`config.mk`:
```
export PLATFORM = sky130hd
export DESIGN_NAME = psf_unicode_table_parser_unit_flat
export DESIGN_NICKNAME = d
export VERILOG_FILES = /design/src/psfut_pkg.sv /design/src/psfut_ifs.sv /design/src/psfut_front.sv /design/src/psfut_queue.sv /design/src/psfut_back.sv /design/src/psf_unicode_table_parser_unit.sv /design/src/flat_wrapper.sv
export VERILOG_INCLUDE_DIRS = /design/src /design/src/src
export SDC_FILE = /design/constraint.sdc
export NUM_CORES = 1
export LEC_CHECK = 0
export ABC_AREA = 1
export BUFFER_PORTS_ARGS = -buffer_cell sky130_fd_sc_hd__buf_2
export CORE_MARGIN = 10
export CORE_UTILIZATION = 62
export CTS_CLUSTER_SIZE = 30
export DETAILED_ROUTE_END_ITERATION = 8
export PLACE_DENSITY_LB_ADDON = 0.15
export SYNTH_ARGS = -nofsm -noshare
export SYNTH_HDL_FRONTEND = slang
export SYNTH_SLANG_ARGS = --single-unit
```
`constraint.sdc`:
```
create_clock -name clk -period 5.6 [get_ports clk]
set_input_delay 0.28 -clock clk [delete_from_list [all_inputs] [get_ports clk]]
set_output_delay 0.28 -clock clk [all_outputs]
set_load 0.005 [all_outputs]
```
`src/psf_unicode_table_parser_unit_macros.svh`:
```
// ----------------------------------------------------------------------------
// PSF unicode table parser assertion macros
// Shared concurrent assertion forms used by the parser modules.
// ----------------------------------------------------------------------------
`ifndef PSF_UNICODE_TABLE_PARSER_UNIT_MACROS_SVH
`define PSF_UNICODE_TABLE_PARSER_UNIT_MACROS_SVH

// Same-cycle implication, disabled while reset is asserted.
`define PSFUT_ASSERT_NOW(label, clk, rst_n, ante, cons, msg) \
  label: assert property (@(posedge clk) disable iff (!rst_n) (ante) |-> (cons)) \
    else $error(msg);

// Next-cycle implication, disabled while reset is asserted.
`define PSFUT_ASSERT_NEXT(label, clk, rst_n, ante, cons, msg) \
  label: assert property (@(posedge clk) disable iff (!rst_n) (ante) |=> (cons)) \
    else $error(msg);

`endif

```
`src/psfut_pkg.sv`:
```
// ----------------------------------------------------------------------------
// PSF unicode table parser package
// Byte classes, queue entry type and sizing constants shared by the modules.
// ----------------------------------------------------------------------------
package psfut_pkg;

  localparam logic [7:0] GLYPH_END_BYTE = 8'hFF;

  localparam int unsigned QUEUE_DEPTH = 2;
  localparam int unsigned QUEUE_PTR_W = (QUEUE_DEPTH > 1) ? $clog2(QUEUE_DEPTH) : 1;
  localparam int unsigned QUEUE_CNT_W = $clog2(QUEUE_DEPTH + 1);

  // Class of a byte taken on its own, before the sequence state is known.
  typedef enum logic [2:0] {
    BYTE_GLYPH_END,
    BYTE_ASCII,
    BYTE_LEAD2,
    BYTE_LEAD3,
    BYTE_LEAD4,
    BYTE_LEAD_ZERO
  } byte_kind_t;

  typedef struct packed {
    byte_kind_t  kind;
    logic [7:0]  data_byte;
    logic        table_start;
  } entry_t;

endpackage

```
`src/psfut_ifs.sv`:
```
// ----------------------------------------------------------------------------
// PSF unicode table parser channel interfaces
// Valid/ready channels for table bytes in and code point pairs out.
// ----------------------------------------------------------------------------
interface psfut_in_if;
  logic       valid;
  logic       ready;
  logic [7:0] data_byte;
  logic       table_start;

  modport source (output valid, output data_byte, output table_start, input ready);
  modport sink   (input valid, input data_byte, input table_start, output ready);
endinterface

interface psfut_out_if;
  logic        valid;
  logic        ready;
  logic [15:0] code_point;
  logic [15:0] glyph_index;

  modport source (output valid, output code_point, output glyph_index, input ready);
  modport sink   (input valid, input code_point, input glyph_index, output ready);
endinterface

```
`src/psfut_front.sv`:
```
// ----------------------------------------------------------------------------
// PSF unicode table parser front end
// Accepts table bytes, classifies them and pushes them into the queue.
// ----------------------------------------------------------------------------
module psfut_front (
  psfut_in_if.sink           in_ch,
  input  logic               q_full,
  output logic               q_push,
  output psfut_pkg::entry_t  q_entry
);

  psfut_pkg::byte_kind_t kind;

  // The class ignores any pending sequence; the back end decides whether
  // the byte is really a continuation.
  always_comb begin
    priority if (in_ch.data_byte == psfut_pkg::GLYPH_END_BYTE) begin
      kind = psfut_pkg::BYTE_GLYPH_END;
    end else if (!in_ch.data_byte[7]) begin
      kind = psfut_pkg::BYTE_ASCII;
    end else if (!in_ch.data_byte[5]) begin
      kind = psfut_pkg::BYTE_LEAD2;
    end else if (!in_ch.data_byte[4]) begin
      kind = psfut_pkg::BYTE_LEAD3;
    end else if (!in_ch.data_byte[3]) begin
      kind = psfut_pkg::BYTE_LEAD4;
    end else begin
      kind = psfut_pkg::BYTE_LEAD_ZERO;
    end
  end

  assign in_ch.ready          = !q_full;
  assign q_push               = in_ch.valid && !q_full;
  assign q_entry.kind         = kind;
  assign q_entry.data_byte    = in_ch.data_byte;
  assign q_entry.table_start  = in_ch.table_start;

endmodule

```
`src/psfut_queue.sv`:
```
// ----------------------------------------------------------------------------
// PSF unicode table parser queue
// Short FIFO of classified bytes between the front and back ends.
// ----------------------------------------------------------------------------
`include "psf_unicode_table_parser_unit_macros.svh"

module psfut_queue (
  input  logic               clk,
  input  logic               rst_n,
  input  logic               push,
  input  psfut_pkg::entry_t  push_entry,
  input  logic               pop,
  output psfut_pkg::entry_t  head_entry,
  output logic               full,
  output logic               empty
);

  localparam logic [psfut_pkg::QUEUE_PTR_W-1:0] LAST_PTR =
    psfut_pkg::QUEUE_PTR_W'(psfut_pkg::QUEUE_DEPTH - 1);
  localparam logic [psfut_pkg::QUEUE_CNT_W-1:0] FULL_CNT =
    psfut_pkg::QUEUE_CNT_W'(psfut_pkg::QUEUE_DEPTH);

  psfut_pkg::entry_t                   slot_r [psfut_pkg::QUEUE_DEPTH];
  logic [psfut_pkg::QUEUE_PTR_W-1:0]   wr_ptr_r, wr_ptr_nxt;
  logic [psfut_pkg::QUEUE_PTR_W-1:0]   rd_ptr_r, rd_ptr_nxt;
  logic [psfut_pkg::QUEUE_CNT_W-1:0]   count_r, count_nxt;

  assign full       = (count_r == FULL_CNT);
  assign empty      = (count_r == '0);
  assign head_entry = slot_r[rd_ptr_r];

  always_comb begin
    wr_ptr_nxt = wr_ptr_r;
    rd_ptr_nxt = rd_ptr_r;
    count_nxt  = count_r;
    if (push) begin
      wr_ptr_nxt = (wr_ptr_r == LAST_PTR) ? '0 : wr_ptr_r + 1'b1;
    end
    if (pop) begin
      rd_ptr_nxt = (rd_ptr_r == LAST_PTR) ? '0 : rd_ptr_r + 1'b1;
    end
    if (push && !pop) begin
      count_nxt = count_r + 1'b1;
    end else if (pop && !push) begin
      count_nxt = count_r - 1'b1;
    end
  end

  always_ff @(posedge clk) begin
    if (!rst_n) begin
      wr_ptr_r <= '0;
      rd_ptr_r <= '0;
      count_r  <= '0;
    end else begin
      wr_ptr_r <= wr_ptr_nxt;
      rd_ptr_r <= rd_ptr_nxt;
      count_r  <= count_nxt;
    end
  end

  always_ff @(posedge clk) begin
    if (push) begin
      slot_r[wr_ptr_r] <= push_entry;
    end
  end

  `PSFUT_ASSERT_NOW(a_no_pop_empty, clk, rst_n, pop, count_r != '0, "queue popped while empty")
  `PSFUT_ASSERT_NOW(a_no_push_full, clk, rst_n, push, count_r != FULL_CNT, "queue pushed while full")
  `PSFUT_ASSERT_NEXT(a_count_track, clk, rst_n, push && !pop, count_r == $past(count_r) + 1'b1, "queue count did not grow on push")

endmodule

```
`src/psfut_back.sv`:
```
// ----------------------------------------------------------------------------
// PSF unicode table parser back end
// Runs the UTF-8 sequence state and glyph counter, and holds the result.
// ----------------------------------------------------------------------------
`include "psf_unicode_table_parser_unit_macros.svh"

module psfut_back (
  input  logic               clk,
  input  logic               rst_n,
  input  psfut_pkg::entry_t  head_entry,
  input  logic               q_empty,
  output logic               q_pop,
  psfut_out_if.source        out_ch
);

  logic [15:0] glyph_r, glyph_nxt;
  logic [1:0]  owed_r, owed_nxt;
  logic [15:0] partial_r, partial_nxt;
  logic        out_valid_r, out_valid_nxt;
  logic [15:0] out_cp_r, out_glyph_r;

  logic [15:0] glyph_cur, partial_cur;
  logic [1:0]  owed_cur;
  logic [7:0]  b;
  logic        emit;
  logic [15:0] emit_cp;

  // Take a new byte whenever the output register is free or being drained.
  assign q_pop = !q_empty && (!out_valid_r || out_ch.ready);
  assign b     = head_entry.data_byte;

  // A table start clears the state before the byte itself is used.
  always_comb begin
    glyph_cur   = head_entry.table_start ? '0 : glyph_r;
    owed_cur    = head_entry.table_start ? '0 : owed_r;
    partial_cur = head_entry.table_start ? '0 : partial_r;
  end

  always_comb begin
    glyph_nxt   = glyph_cur;
    owed_nxt    = owed_cur;
    partial_nxt = partial_cur;
    emit        = 1'b0;
    emit_cp     = '0;
    if (owed_cur != 2'd0) begin
      // Continuation bytes are taken by count, whatever their value.
      partial_nxt = {partial_cur[9:0], b[5:0]};
      owed_nxt    = owed_cur - 2'd1;
      emit        = (owed_cur == 2'd1);
      emit_cp     = {partial_cur[9:0], b[5:0]};
    end else begin
      unique case (head_entry.kind)
        psfut_pkg::BYTE_GLYPH_END: begin
          glyph_nxt = glyph_cur + 16'd1;
        end
        psfut_pkg::BYTE_ASCII: begin
          emit    = 1'b1;
          emit_cp = {8'd0, b};
        end
        psfut_pkg::BYTE_LEAD2: begin
          partial_nxt = {11'd0, b[4:0]};
          owed_nxt    = 2'd1;
        end
        psfut_pkg::BYTE_LEAD3: begin
          partial_nxt = {12'd0, b[3:0]};
          owed_nxt    = 2'd2;
        end
        psfut_pkg::BYTE_LEAD4: begin
          partial_nxt = {13'd0, b[2:0]};
          owed_nxt    = 2'd3;
        end
        psfut_pkg::BYTE_LEAD_ZERO: begin
          emit    = 1'b1;
          emit_cp = '0;
        end
        default: begin
          emit = 1'b0;
        end
      endcase
    end
  end

  always_comb begin
    out_valid_nxt = out_valid_r;
    if (q_pop) begin
      out_valid_nxt = emit;
    end else if (out_ch.ready) begin
      out_valid_nxt = 1'b0;
    end
  end

  always_ff @(posedge clk) begin
    if (!rst_n) begin
      glyph_r     <= '0;
      owed_r      <= '0;
      partial_r   <= '0;
      out_valid_r <= 1'b0;
    end else begin
      out_valid_r <= out_valid_nxt;
      if (q_pop) begin
        glyph_r   <= glyph_nxt;
        owed_r    <= owed_nxt;
        partial_r <= partial_nxt;
      end
    end
  end

  always_ff @(posedge clk) begin
    if (q_pop && emit) begin
      out_cp_r    <= emit_cp;
      out_glyph_r <= glyph_cur;
    end
  end

  assign out_ch.valid       = out_valid_r;
  assign out_ch.code_point  = out_cp_r;
  assign out_ch.glyph_index = out_glyph_r;

  `PSFUT_ASSERT_NEXT(a_last_cont_emits, clk, rst_n, q_pop && !head_entry.table_start && owed_r == 2'd1, out_valid_r, "last continuation gave no result")
  `PSFUT_ASSERT_NEXT(a_glyph_step, clk, rst_n, q_pop && !head_entry.table_start && owed_r == 2'd0 && head_entry.kind == psfut_pkg::BYTE_GLYPH_END, glyph_r == $past(glyph_r) + 16'd1, "glyph end did not advance counter")
  `PSFUT_ASSERT_NEXT(a_start_lead2, clk, rst_n, q_pop && head_entry.table_start && head_entry.kind == psfut_pkg::BYTE_LEAD2, owed_r == 2'd1 && glyph_r == 16'd0, "table start lead byte left wrong state")

endmodule

```
`src/psf_unicode_table_parser_unit.sv`:
```
// A byte transferred in passes through a queue slot and then the output register on its way to out_ch.
// Throughput: one byte per cycle, sustained while the result side keeps taking.
// Rate is set by the back end's update of the sequence state on each popped byte.
// Reset (rst_n low, synchronous) clears the glyph counter, the sequence state,
// the queue and the output valid flag; there is no clearing pass.
// ----------------------------------------------------------------------------
// PSF unicode table parser unit
// Decodes the UTF-8 unicode table of a PSF2 font into (code point, glyph)
// pairs for a translation map.
// ----------------------------------------------------------------------------
module psf_unicode_table_parser_unit (
  input  logic         clk,
  input  logic         rst_n,
  psfut_in_if.sink     in_ch,
  psfut_out_if.source  out_ch
);

  // The front end only classifies the byte by its own bits: the byte 0xFF,
  // plain ASCII, and lead bytes that open 2-, 3- or 4-byte sequences, or
  // that give code point zero outright when bits 5, 4 and 3 are all set.
  // Whether a byte is really a continuation depends on the owed count that
  // the back end keeps, so that decision is made there.
  psfut_pkg::entry_t  push_entry;
  psfut_pkg::entry_t  head_entry;
  logic               q_push;
  logic               q_pop;
  logic               q_full;
  logic               q_empty;

  psfut_front u_front (
    .in_ch   (in_ch),
    .q_full  (q_full),
    .q_push  (q_push),
    .q_entry (push_entry)
  );

  // The queue decouples the two ends so that a stalled result side does not
  // stop byte transfers until the queue itself fills.
  psfut_queue u_queue (
    .clk        (clk),
    .rst_n      (rst_n),
    .push       (q_push),
    .push_entry (push_entry),
    .pop        (q_pop),
    .head_entry (head_entry),
    .full       (q_full),
    .empty      (q_empty)
  );

  // The back end applies a table start first, then either shifts in six
  // continuation bits or acts on the byte class. Finished pairs land in an
  // output register, which is refilled in the same cycle it is drained.
  psfut_back u_back (
    .clk        (clk),
    .rst_n      (rst_n),
    .head_entry (head_entry),
    .q_empty    (q_empty),
    .q_pop      (q_pop),
    .out_ch     (out_ch)
  );

endmodule

```
`src/flat_wrapper.sv`:
```
// flat-port wrapper written by rule: the top's interface ports become plain ports
module psf_unicode_table_parser_unit_flat 
  (clk, rst_n, in_ch_valid, in_ch_data_byte, in_ch_table_start, in_ch_ready, out_ch_valid, out_ch_code_point, out_ch_glyph_index, out_ch_ready);
  psfut_in_if in_ch_i ();
  psfut_out_if out_ch_i ();
  input  logic clk;
  input  logic rst_n;
  input wire logic [$bits(in_ch_i.valid)-1:0] in_ch_valid;
  input wire logic [$bits(in_ch_i.data_byte)-1:0] in_ch_data_byte;
  input wire logic [$bits(in_ch_i.table_start)-1:0] in_ch_table_start;
  output wire logic [$bits(in_ch_i.ready)-1:0] in_ch_ready;
  output wire logic [$bits(out_ch_i.valid)-1:0] out_ch_valid;
  output wire logic [$bits(out_ch_i.code_point)-1:0] out_ch_code_point;
  output wire logic [$bits(out_ch_i.glyph_index)-1:0] out_ch_glyph_index;
  input wire logic [$bits(out_ch_i.ready)-1:0] out_ch_ready;
  assign in_ch_i.valid = in_ch_valid;
  assign in_ch_i.data_byte = in_ch_data_byte;
  assign in_ch_i.table_start = in_ch_table_start;
  assign in_ch_ready = in_ch_i.ready;
  assign out_ch_valid = out_ch_i.valid;
  assign out_ch_code_point = out_ch_i.code_point;
  assign out_ch_glyph_index = out_ch_i.glyph_index;
  assign out_ch_i.ready = out_ch_ready;
  psf_unicode_table_parser_unit u_core (.clk(clk), .rst_n(rst_n), .in_ch(in_ch_i), .out_ch(out_ch_i));
endmodule
```
## After elaboration in Yosys (flattened, before gate mapping)

Memories as Yosys holds them, arrays and structs flattened. A register that Yosys moved wholly into a read port is not among the register bits.
Cells that the tools add are included.

- Add/subtract/negate cells: 6
- Equal/unequal tests: 8
- Mux-type cells: 28
- Reductions and logical operators: 17

Operators by type and width:

| operator | number |
|---|---|
| $mux 16 | 4 |
| $pmux 10 s3 | 1 |
| $mux 10 | 2 |
| $add 16x1->16 const B | 1 |
| $mux 3 | 4 |
| $mux 1 | 11 |
| $eq 8x8->1 const B | 1 |
| $mux 2 | 4 |
| $mux 8 | 1 |
| $eq 3x2->1 const B | 2 |
| $eq 3x3->1 const B | 2 |
| $pmux 2 s3 | 1 |
| $reduce_bool 2->1 | 3 |
| $logic_and 1x1->1 | 5 |
| $logic_not 1->1 | 5 |
| $sub 2x1->2 const B | 2 |
| $eq 3x1->1 const B | 1 |
| $logic_not 3->1 | 1 |
| $add 1x1->1 const B | 2 |
| $add 2x1->2 const B | 1 |
| $eq 2x1->1 const B | 1 |
| $eq 2x2->1 const B | 1 |
| $logic_not 2->1 | 1 |
| $reduce_or 2->1 | 1 |
| $logic_or 1x1->1 | 1 |

- Bits in registers: 65
- Memory bits (writable): 24
- Input bits: 13
- Output and inout bits: 34
- Word-level logic and storage cells: 69
- Memories: 1

Memory list:

| memory | words | width | rd ports | clocked after Yosys merged registers in | write ports | RTL line | text |
|---|---|---|---|---|---|---|---|
| u_core.u_queue.slot_r | 2 | 12 | 1 | 1 | 1 | psfut_queue.sv:23 | `psfut_pkg::entry_t slot_r [psfut_pkg::QUEUE_DEPTH];` |

## Depth between registers and ports, before layout

Gate-level depths: netlist of the first run.

- Word-level depth: 7
- Mapped depth: 16
- Gate-level depth less buffers: 13

## By module

From an unflattened synthesis of the first run, not the netlist that was laid out.

- Cell total of the unflattened synthesis: 442
- Area, all modules: 4124.0 um2

Modules (own cells, without submodules):

| module | times used | cells an instance | area each (um2) | seq. area each (um2) |
|---|---|---|---|---|
| psfut_back | 1 | 340 | 2839.0 | 1541.5 |
| psfut_queue | 1 | 72 | 1132.3 | 820.8 |
| psfut_front | 1 | 30 | 152.6 | 0.0 |

## Worst setup path before layout of the first run

OpenSTA, ideal clock, no wires.

- Kind: flip-flop to flip-flop
- Start point: memory u_core.u_queue.slot_r[0][0] in the netlist's numbering
- End point: register u_core.u_back.out_cp_r[0] (netlist: u_core.u_back.out_ch.code_point[0]) (enable)
- Setup time: 0.387 ns
- Data arrival time: 1.685 ns
- Required time: 5.213 ns
- Path slack: 3.528 ns
- Cell stages (with the launch flop): 10
- Buffers on the path: 0
- Clock period less this slack: 2.072 ns
- Cell sequence: edfxtp_1 > inv_1 > nand2_4 > nand2_8 > o21ai_4 > inv_1 > nor2_1 > nor2_1 > nand2_1 > inv_1

RTL lines:

| item | RTL line | text |
|---|---|---|
| from (decl) | psfut_queue.sv:23 |  |
| to (signal assigned) | psfut_back.sv:110 | `out_cp_r <= emit_cp;` |
| to (decl) | psfut_back.sv:20 | `logic [15:0] out_cp_r, out_glyph_r;` |

==> flow_metrics.py, run 1 <==
metrics = {
    "outcome": {
        "status": "complete, no violations",
    },
    "global_route": {
        "grt_pass1_vias": 2796,
        "grt_max_degree": 30,
        "grt_pass1_wl_mm": 12.99,
        "overflow": 0,
        "antenna_found_initial": 0,
        "track_usage_pct": 15.85,
    },
    "yosys": {
        "synth_cell_types": 37,
        "synth_seq_area_share_pct": 57.14,
        "synthArstFlopShare_pct": 0,
        "synth_commonest_cells": "66 x inv_1, 66 x nor2_1, 63 x nand2_1, 56 x edfxtp_1, 34 x dfxtp_1",
        "synth_top_area_share_pct": 40.68,
        "synthFlopType": "edfxtp_1",
        "synth_area_leaders": "edfxtp_1 41%, dfxtp_1 16%, inv_1 6.0%, nor2_1 6.0%, nand2_1 5.7%",
        "synth.cell_area_sq_um": 4134,
        "synth_area_per_cell_sq_um": 9.503,
        "synth_top_area_cell": "edfxtp_1",
        "synth_cells": 435,
        "ys_ff_latch": 90,
        "synthesis.nets": 450,
        "yosys_warnings": 0,
        "synth-edff-count": 56,
    },
    "place": {
        "globalplace.congestion": 0.8870,
        "dp_hpwl_mm": 5.680,
        "io_buffers": 46,
    },
    "routing": {
        "final_antenna_net_count": 0,
        "num_vias": 2976,
        "firstDrtPassIters": 5,
        "drcViolationCount": 0,
        "wl_per_cell_um": 14.04,
        "viasPerCell": 5.277,
        "drtIter0Drc": 159,
        "drt-total-wl_mm": 7.921,
    },
    "clock_tree": {
        "postCtsSetupBuffers": 0,
        "clock_sinks": 90,
        "path_clk_slew_ns": 0.09,
        "cts.htree.levels": 3,
        "cts_inserted_buffers": 9,
        "clk_latency_ns": 0.37,
        "root_buffer": "clkbuf_8",
        "cts_tree": "done",
        "holdBufCountCts": 0,
        "clockBufferDepth": 2,
        "cts-resized-gates": 0,
    },
    "critical_path": {
        "path_max_fanout": 21,
        "crit_arrival_ns": 2.99,
        "path_class": "flip-flop to flip-flop",
        "cp.required_ns": 5.65,
        "crit_path_end_kind": "flip-flop",
        "startpoint_type": "flip-flop",
    },
    "floorplanning": {
        "die_w_um": 101.7,
        "rows": 29,
        "die_area_sq_um": 10330,
        "die_h_um": 101.7,
        "fp.coreArea_sq_um": 6422,
        "io_pins": 47,
        "start_util_pct": 64.37,
    },
    "power": {
        "peakVddDrop_uv": 284.7,
        "totalPowerFinal_uw": 2122,
        "power.density_nw_per_um2": 464.0,
        "power.leakage_uw": 0.001783,
    },
    "sta": {
        "timing.final.crit_share_pct": 52.46,
        "rsz0062_at_grt": "false",
        "setup_tns_ns": 0,
        "relSlewSlack_pct": 31.96,
        "clock-skew-final_ns": 0.01069,
        "fmax_ghz": 0.3404,
        "report.final.setup_viol": 0,
        "fin_crit_ns": 2.938,
        "tightest_slew_ns": 1.017,
        "finalMaxSlewViolations": 0,
        "hold_viol_final": 0,
    },
    "cells_and_area": {
        "n_antenna_cell": 0,
        "nets": 497,
        "fillers": 499,
        "area_delta_synth_final_pct": 10.65,
        "drive_above_1_share_pct": 21.77,
    },
    "worst_hold_path": {
        "hold_class": "input pin to flip-flop",
    },
    "job": {
        "cap_violations": 0,
    },
}
-- logic make-up (layout without fill, tap and decap cells) --
group           count (synthesis)  after routing  synth area share, %
mux                             7              7                1.695
flops                          90             90                57.14
buf+inv                        83            135                8.535
simple gates                  187            187                22.67
compound gates                 65             65                9.141
xor+xnor                        1              1               0.2119
fa+ha+maj                       2              2               0.6052
-- metal layers --
layer  vias to the layer above  part of all wire, %  GRT usage, %
met2                        80                   47         25.65
met5                         -                    0             0
met1                      1364                   45         19.92
li1                       1515                    -             -
met4                         0                  2.0         6.821
met3                        17                  6.1         3.676
-- through the flow --
| step | area [sq um] | utilization [%] | hold WS [ns] | cells | worst slack, ns |
|---|---|---|---|---|---|
| finish | 4574 | 71.23 | 0.1103 | 564 | 2.662 |
| global route | 4574 | 71.23 | 0.1056 | 564 | 2.319 |
| CTS | 4574 | 71.23 | 0.09829 | 564 | 2.622 |
| detailed placement | 4398 | 68.48 | 0.4421 | 548 | 2.611 |
| global placement | 4398 | 68.48 | 0.4323 | 548 | 2.775 |
| floorplan | 4134 | - | 0.3789 | 435 | 3.528 |
-- state kept, by name, indices dropped and copies added (netlist names), named ones only --
name                              flops
u_core.u_back.glyph_r                16
u_core.u_back.out_ch.code_point      16
u_core.u_back.out_ch.glyph_index     16
u_core.u_back.out_ch.valid            1
u_core.u_back.owed_r                  2
u_core.u_back.partial_r              10
u_core.u_queue.count_r                2
u_core.u_queue.rd_ptr_r               1
u_core.u_queue.slot_r                24
u_core.u_queue.wr_ptr_r               1
-- area by class of cell --
cell class	count	area [sq um]	share of cell area (%)
inverter	71	271.5	5.935
tap	77	96.34	2.106
clock buffer	9	123.9	2.708
clock inverter	7	52.55	1.149
multi-input combinational	262	1423	31.10
timing repair buffer	48	245.2	5.361
sequential	90	2362	51.64
-- cells in the final DEF, fill, tap and decap left out, types with 3 or more instances in the layout --
master and n:
nand2_2 8, clkbuf_8 9, inv_1 66, dfxtp_1 34
nor2_4 10, buf_2 46, nand3_1 20, o211ai_1 3
a21oi_1 19, inv_6 4, a31oi_1 5, inv_2 3
edfxtp_1 56, o21ai_1 6, nor2_1 66, nor3_1 4
nand3_2 6, o21ai_0 24, nand2_1 63, mux2i_1 7
-- critical path: stages, from the launching register on --
cell and delay, ns:
dfxtp_1 0.87, nand2_1 0.19, nand2_2 0.54, nor2_1 0.08, inv_1 0.11, nand2_1 0.06, inv_1 0.38, buf_4 0.38
-- final timing paths --
| kind | start | slack [ns] | to | cells past startpoint |
|---|---|---|---|---|
| worst min-delay path | in_ch_table_start | 0.11 | u_core.u_queue.slot_r[0][0] | 1 |
| worst max-delay path | flip-flop | 2.66 | u_core.u_back.out_ch.code_point[15] | 7 |
| worst min register to register | u_core.u_queue.rd_ptr_r | 0.48 | flip-flop | 1 |
| worst max register to register | flip-flop | 2.66 | u_core.u_back.out_ch.code_point[15] | 7 |
-- where the power goes --
| group | total, uW | internal [uW] | switching [uW] |
|---|---|---|---|
| clock network | 403 | 165 | 238 |
| registers | 987 | 903 | 84.5 |
| logic | 732 | 230 | 501 |
No activity file was read; power rests on OpenSTA's default activity.
==> run 2, diff against run 1 <==
--- a/config.mk
+++ b/config.mk
@@ -9,7 +9,7 @@
 export ABC_AREA = 1
 export BUFFER_PORTS_ARGS = -buffer_cell sky130_fd_sc_hd__buf_2
 export CORE_MARGIN = 10
-export CORE_UTILIZATION = 62
+export CORE_UTILIZATION = 52
 export CTS_CLUSTER_SIZE = 30
 export DETAILED_ROUTE_END_ITERATION = 8
 export PLACE_DENSITY_LB_ADDON = 0.15
==> constraint.sdc (replaced) <==
create_clock -name clk -period 2.7 [get_ports clk]
set_input_delay 0.135 -clock clk [delete_from_list [all_inputs] [get_ports clk]]
set_output_delay 0.135 -clock clk [all_outputs]
set_load 0.005 [all_outputs]
==> run 2 against run 1 <==
Net effect: hold slack worse by 0.094 ns; first-iteration DRC count up 16%; power up 110%; fmax up 34%; combinational power up 120%; setup slack worse by 2.2 ns; flip-flop and latch count unchanged; via count about the same; count of clock-buffer cells in the layout up 3; die area up 15%; sequential power up 100%; register-to-register slack worse by 2.2 ns.
==> flow_metrics.py, run 2 (synthesized netlist as in run 1, its figures left out) <==
metrics = {
    "floorplanning": {
        "die_h_um": 109.2,
        "rows": 32,
        "start_util_pct": 53.50,
        "die_w_um": 109.2,
        "fp.coreArea_sq_um": 7727,
        "io_pins": 47,
        "die_area_sq_um": 11920,
    },
    "clock_tree": {
        "clockBufferDepth": 2,
        "cts.htree.levels": 3,
        "root_buffer": "clkbuf_8",
        "clock_sinks": 90,
        "cts_tree": "done",
        "cts_inserted_buffers": 9,
        "cts-resized-gates": 0,
        "clk_latency_ns": 0.35,
        "path_clk_slew_ns": 0.09,
    },
    "global_route": {
        "track_usage_pct": 13.99,
        "grt_pass1_wl_mm": 13.36,
        "grt_max_degree": 29,
        "grt_pass1_vias": 2894,
        "antenna_found_initial": 0,
        "overflow": 0,
    },
    "power": {
        "power.density_nw_per_um2": 955.3,
        "power.leakage_uw": 0.001855,
        "peakVddDrop_uv": 623.3,
    },
    "sta": {
        "clock-skew-final_ns": 0.006018,
        "setup_tns_ns": 0,
        "hold_viol_final": 0,
        "finalMaxSlewViolations": 0,
        "fin_crit_ns": 2.199,
        "relSlewSlack_pct": 62.69,
        "report.final.setup_viol": 0,
        "timing.final.crit_share_pct": 81.45,
        "rsz0062_at_grt": "false",
        "tightest_slew_ns": 0.5590,
        "fmax_ghz": 0.4547,
    },
    "outcome": {
        "status": "complete, no violations",
    },
    "place": {
        "globalplace.congestion": 0.8234,
        "io_buffers": 46,
        "dp_hpwl_mm": 5.900,
    },
    "cells_and_area": {
        "n_antenna_cell": 0,
        "fin_util_pct": 61.66,
        "nets": 510,
        "top_register": "u_core.u_queue.slot_r",
        "area_delta_synth_final_pct": 15.25,
        "drive_above_1_share_pct": 22.20,
        "largest_reg_flops": 24,
        "final_cell_mix": "66 x inv_1, 66 x nor2_1, 63 x nand2_1",
    },
    "worst_hold_path": {
        "worstHoldStart": "in_ch_data_byte[5]",
        "hold_class": "input pin to flip-flop",
    },
    "critical_path": {
        "crit_arrival_ns": 2.45,
        "path_max_fanout": 14,
        "path_class": "flip-flop to flip-flop",
        "cp.required_ns": 2.95,
        "crit_path_end_kind": "flip-flop",
        "startpoint_type": "flip-flop",
    },
    "routing": {
        "final_antenna_net_count": 0,
        "firstDrtPassIters": 6,
        "drtIter0Drc": 184,
        "wl_per_cell_um": 13.39,
        "drt-total-wl_mm": 8.058,
        "num_vias": 2974,
        "viasPerCell": 4.940,
        "drcViolationCount": 0,
    },
    "job": {
        "cap_violations": 0,
    },
}
-- run 2: cell count changes in the layout (fill, tap and decap cells not counted), moves of 2 or more --
cell / delta
inv_6: -3
clkinv_2: -2
dlygate4sd3_1: +7
clkbuf_16: +2
buf_4: +5
-- run 2: worst paths after layout --
kind / slack [ns] / to / cells past startpoint
worst max-delay path: 0.50 / u_core.u_back.glyph_r[10] / 12
worst min-delay path: 0.02 / u_core.u_queue.slot_r[0][6] / 1
worst max register to register: 0.50 / u_core.u_back.glyph_r[10] / 12
worst min register to register: 0.46 / u_core.u_queue.rd_ptr_r / 1
-- run 2: timing repair --
item | 4_1_cts | 5_1_grt
buffers inserted | 0 | 0
hold buffers | 7 | 0
endpoints found under the hold margin | 14 | 0
-- run 2: power breakdown --
group          switching, uW  internal (uW)
logic                   1080            539
clock network            473            449
registers                135           1870
-- run 2: critical path: stages, from the launching register on --
cell and delay, ns:
dfxtp_1 0.46, inv_6 0.08, nand2_4 0.06, nand2_2 0.18, nor2_1 0.21, ha_1 0.19, nand2_1 0.05, nor2_1 0.23
nand4_2 0.20, nor2_4 0.19, nand3_1 0.11, nand2_1 0.09, nor2_1 0.04
-- run 2: through the flow --
stage	setup slack (ns)	hold slack (ns)	power [uW]	std cells	instance area [sq um]
after floorplan	0.6277	0.2339	3199	435	4134
after global routing	0.2647	0.007494	4860	602	4765
after detailed placement	0.5452	0.3400	3668	579	4487
after global placement	0.6582	0.3328	3637	579	4487
after CTS	0.5212	0.003570	4594	602	4765
final	0.5008	0.01623	4552	602	4765
-- run 2: layout make-up --
| class | count | area (sq um) |
|---|---|---|
| repair buffers | 61 | 372.9 |
| inverters | 71 | 271.5 |
| well taps | 102 | 127.6 |
| clock buffers | 12 | 177.7 |
| clock inverters | 4 | 30.03 |
| fillers | 662 | 2963 |
| flip-flops and latches | 90 | 2362 |
| multi-input cells | 262 | 1423 |
-- run 2: per-layer routing --
metal	GRT usage [%]	share of wire, %	wire [um]
met5	0	0	0
met4	6.685	1.4	115
met2	23.18	48	3872
met1	16.86	46	3711
met3	3.186	4.5	359
==> run 3, diff against run 2 <==
==> constraint.sdc (replaced) <==
create_clock -name clk -period 1.9 [get_ports clk]
set_input_delay 0.095 -clock clk [delete_from_list [all_inputs] [get_ports clk]]
set_output_delay 0.095 -clock clk [all_outputs]
set_load 0.005 [all_outputs]
==> run 3 against run 2 <==
Net effect: wire length is 0.47% higher; via count is 0.91% higher; first-iteration DRC count is 42% lower; critical endpoint is now u_core.u_back.glyph_r[15].
==> flow_metrics.py, run 3 (synthesized netlist as in run 1, its figures left out) <==
metrics = {
    "critical_path": {
        "path_max_fanout": 6,
        "cp_top_family": "simple AND/OR/NAND/NOR gates",
        "path_class": "flip-flop to flip-flop",
        "startpoint_type": "flip-flop",
        "ff2ff_path_depth": 10,
        "critPathBufInv": 2,
        "critical_path_depth": 10,
        "crit_chain": "nand2_2, nand2_4, buf_4, buf_4, nor2_4, nand3_2, nor2_4, nand3_2, o21ai_1, nor2_1",
        "crit_slowest_cell": "edfxtp_1",
        "cp.required_ns": 2.16,
        "crit_path_end_kind": "flip-flop",
        "critPathMaxStageDelay_ns": 0.43,
        "crit_arrival_ns": 2.01,
    },
    "routing": {
        "drtIter0Drc": 107,
        "firstDrtPassIters": 4,
        "wl_met3_um": 387,
        "drcViolationCount": 0,
        "m1WireLength_mm": 3.678,
        "top_layer": "met4",
        "final_antenna_net_count": 0,
        "dr_wl_met2_mm": 3.907,
        "wl_per_cell_um": 13.21,
        "num_vias": 3001,
        "drt-total-wl_mm": 8.096,
        "viasPerCell": 4.896,
    },
    "sta": {
        "tightest_slew_ns": 0.2970,
        "fin_crit_ns": 1.751,
        "fmax_ghz": 0.5710,
        "relSlewSlack_pct": 79.63,
        "hold_ws_ns": 0.04838,
        "clock-skew-final_ns": 0.007820,
        "setup_tns_ns": 0,
        "finalMaxSlewViolations": 0,
        "hold_viol_final": 0,
        "timing.final.crit_share_pct": 92.18,
        "report.final.setup_viol": 0,
        "rsz0062_at_grt": "false",
        "fin_ws_ns": 0.1486,
    },
    "clock_tree": {
        "root_buffer": "clkbuf_8",
        "clk_latency_ns": 0.36,
        "clockBufferDepth": 2,
        "path_clk_slew_ns": 0.09,
        "clock_sinks": 90,
        "cts_inserted_buffers": 9,
        "cts_tree": "done",
        "cts.htree.levels": 3,
    },
    "place": {
        "globalplace.congestion": 0.8241,
        "dp_hpwl_mm": 5.739,
        "io_buffers": 46,
        "place_ws_ns": 0.08787,
        "placed_cells": 586,
    },
    "cells_and_area": {
        "nets": 521,
        "final_cell_mix": "64 x inv_1, 62 x nand2_1, 61 x nor2_1",
        "drive_above_1_share_pct": 25.44,
        "area_delta_synth_final_pct": 19.10,
        "final_common_cell": "inv_1",
        "n_antenna_cell": 0,
        "largest_reg_flops": 24,
        "instances_no_fill": 613,
        "top_register": "u_core.u_queue.slot_r",
    },
    "global_route": {
        "grt_max_degree": 25,
        "grt_pass1_wl_mm": 13.21,
        "antenna_found_initial": 0,
        "grt_pass1_vias": 2807,
        "overflow": 0,
        "track_usage_pct": 13.92,
    },
    "floorplanning": {
        "rows": 32,
        "fp.coreArea_sq_um": 7727,
        "die_w_um": 109.2,
        "start_util_pct": 53.50,
        "die_area_sq_um": 11920,
        "die_h_um": 109.2,
        "io_pins": 47,
    },
    "power": {
        "p_seq_share_pct": 41.9,
        "p_switching_uw": 2531,
        "comb_power_share_pct": 38.1,
        "cellInternalPower_uw": 4270,
        "power.leakage_uw": 0.001910,
        "p_clk_share_pct": 20.0,
        "power.density_nw_per_um2": 1381,
        "peakVddDrop_uv": 620.4,
        "sw_frac_of_total_pct": 37.21,
    },
    "worst_hold_path": {
        "hold_path_depth": 4,
        "hold_class": "input pin to flip-flop",
    },
    "job": {
        "cap_violations": 0,
    },
    "outcome": {
        "status": "complete, no violations",
    },
}
run 3: cell types whose count changed in the layout (fill, tap and decap cells not counted), sizes merged:
cell,previous run,this run
buf,54,62
bufinv,0,1
clkbuf,12,10
clkinvlp,2,1
dlygate4sd3,7,9
inv,71,74
run 3: power groups by stage:
stage | combinational (uW) | clock (uW) | sequential (uW)
2_1_floorplan | 1740 | 0 | 2900
3_3_place_gp | 2470 | 0 | 2880
3_5_place_dp | 2520 | 0 | 2890
4_1_cts | 2530 | 1400 | 2850
5_1_grt | 2880 | 1470 | 2900
6_report | 2590 | 1360 | 2850
run 3: timing repair:
item                                   CTS  global route
gates resized for setup                  0             4
endpoints found under the hold margin   18             0
setup endpoints to repair                0            39
hold buffers                             9             0
setup buffers                            0             1
run 3: worst paths after layout:
check | from | end | slack [ns]
worst max register to register | u_core.u_queue.slot_r[1][0] | u_core.u_back.glyph_r[15] | 0.15
worst min register to register | u_core.u_queue.rd_ptr_r | flip-flop | 0.47
worst max-delay path | u_core.u_queue.slot_r[1][0] | u_core.u_back.glyph_r[15] | 0.15
worst min-delay path | out_ch_ready | u_core.u_back.out_ch.valid | 0.05
run 3: final cells by class:
class                      count  area [sq um]
fill                         630          2804
sequential                    90          2364
multi-input combinational    262          1460
timing repair buffer          72         490.5
inverter                      71         275.3
tap                          102         127.6
clock buffer                   9         123.9
clock inverter                 7         82.58
run 3: worst min-delay path, cell delays in order:
cell,delay [ns]
buf_2,0.08
nor2_1,0.05
nor2_1,0.10
nor2_1,0.04
run 3: metal layers:
layer	vias up	global-route usage (%)
met1	1376	16.81
met5	-	0
met4	0	6.026
li1	1564	-
met2	51	23.52
met3	10	2.891
run 3: stage by stage:
| step | total power (uW) | util, % | instance area (sq um) |
|---|---|---|---|
| 5_1_grt | 7245 | 63.71 | 4923 |
| 6_report | 6801 | 63.71 | 4923 |
| 4_1_cts | 6775 | 63.15 | 4880 |
| 2_1_floorplan | 4634 | - | 4184 |
| 3_5_place_dp | 5408 | 59.31 | 4583 |
| 3_3_place_gp | 5346 | 59.31 | 4583 |
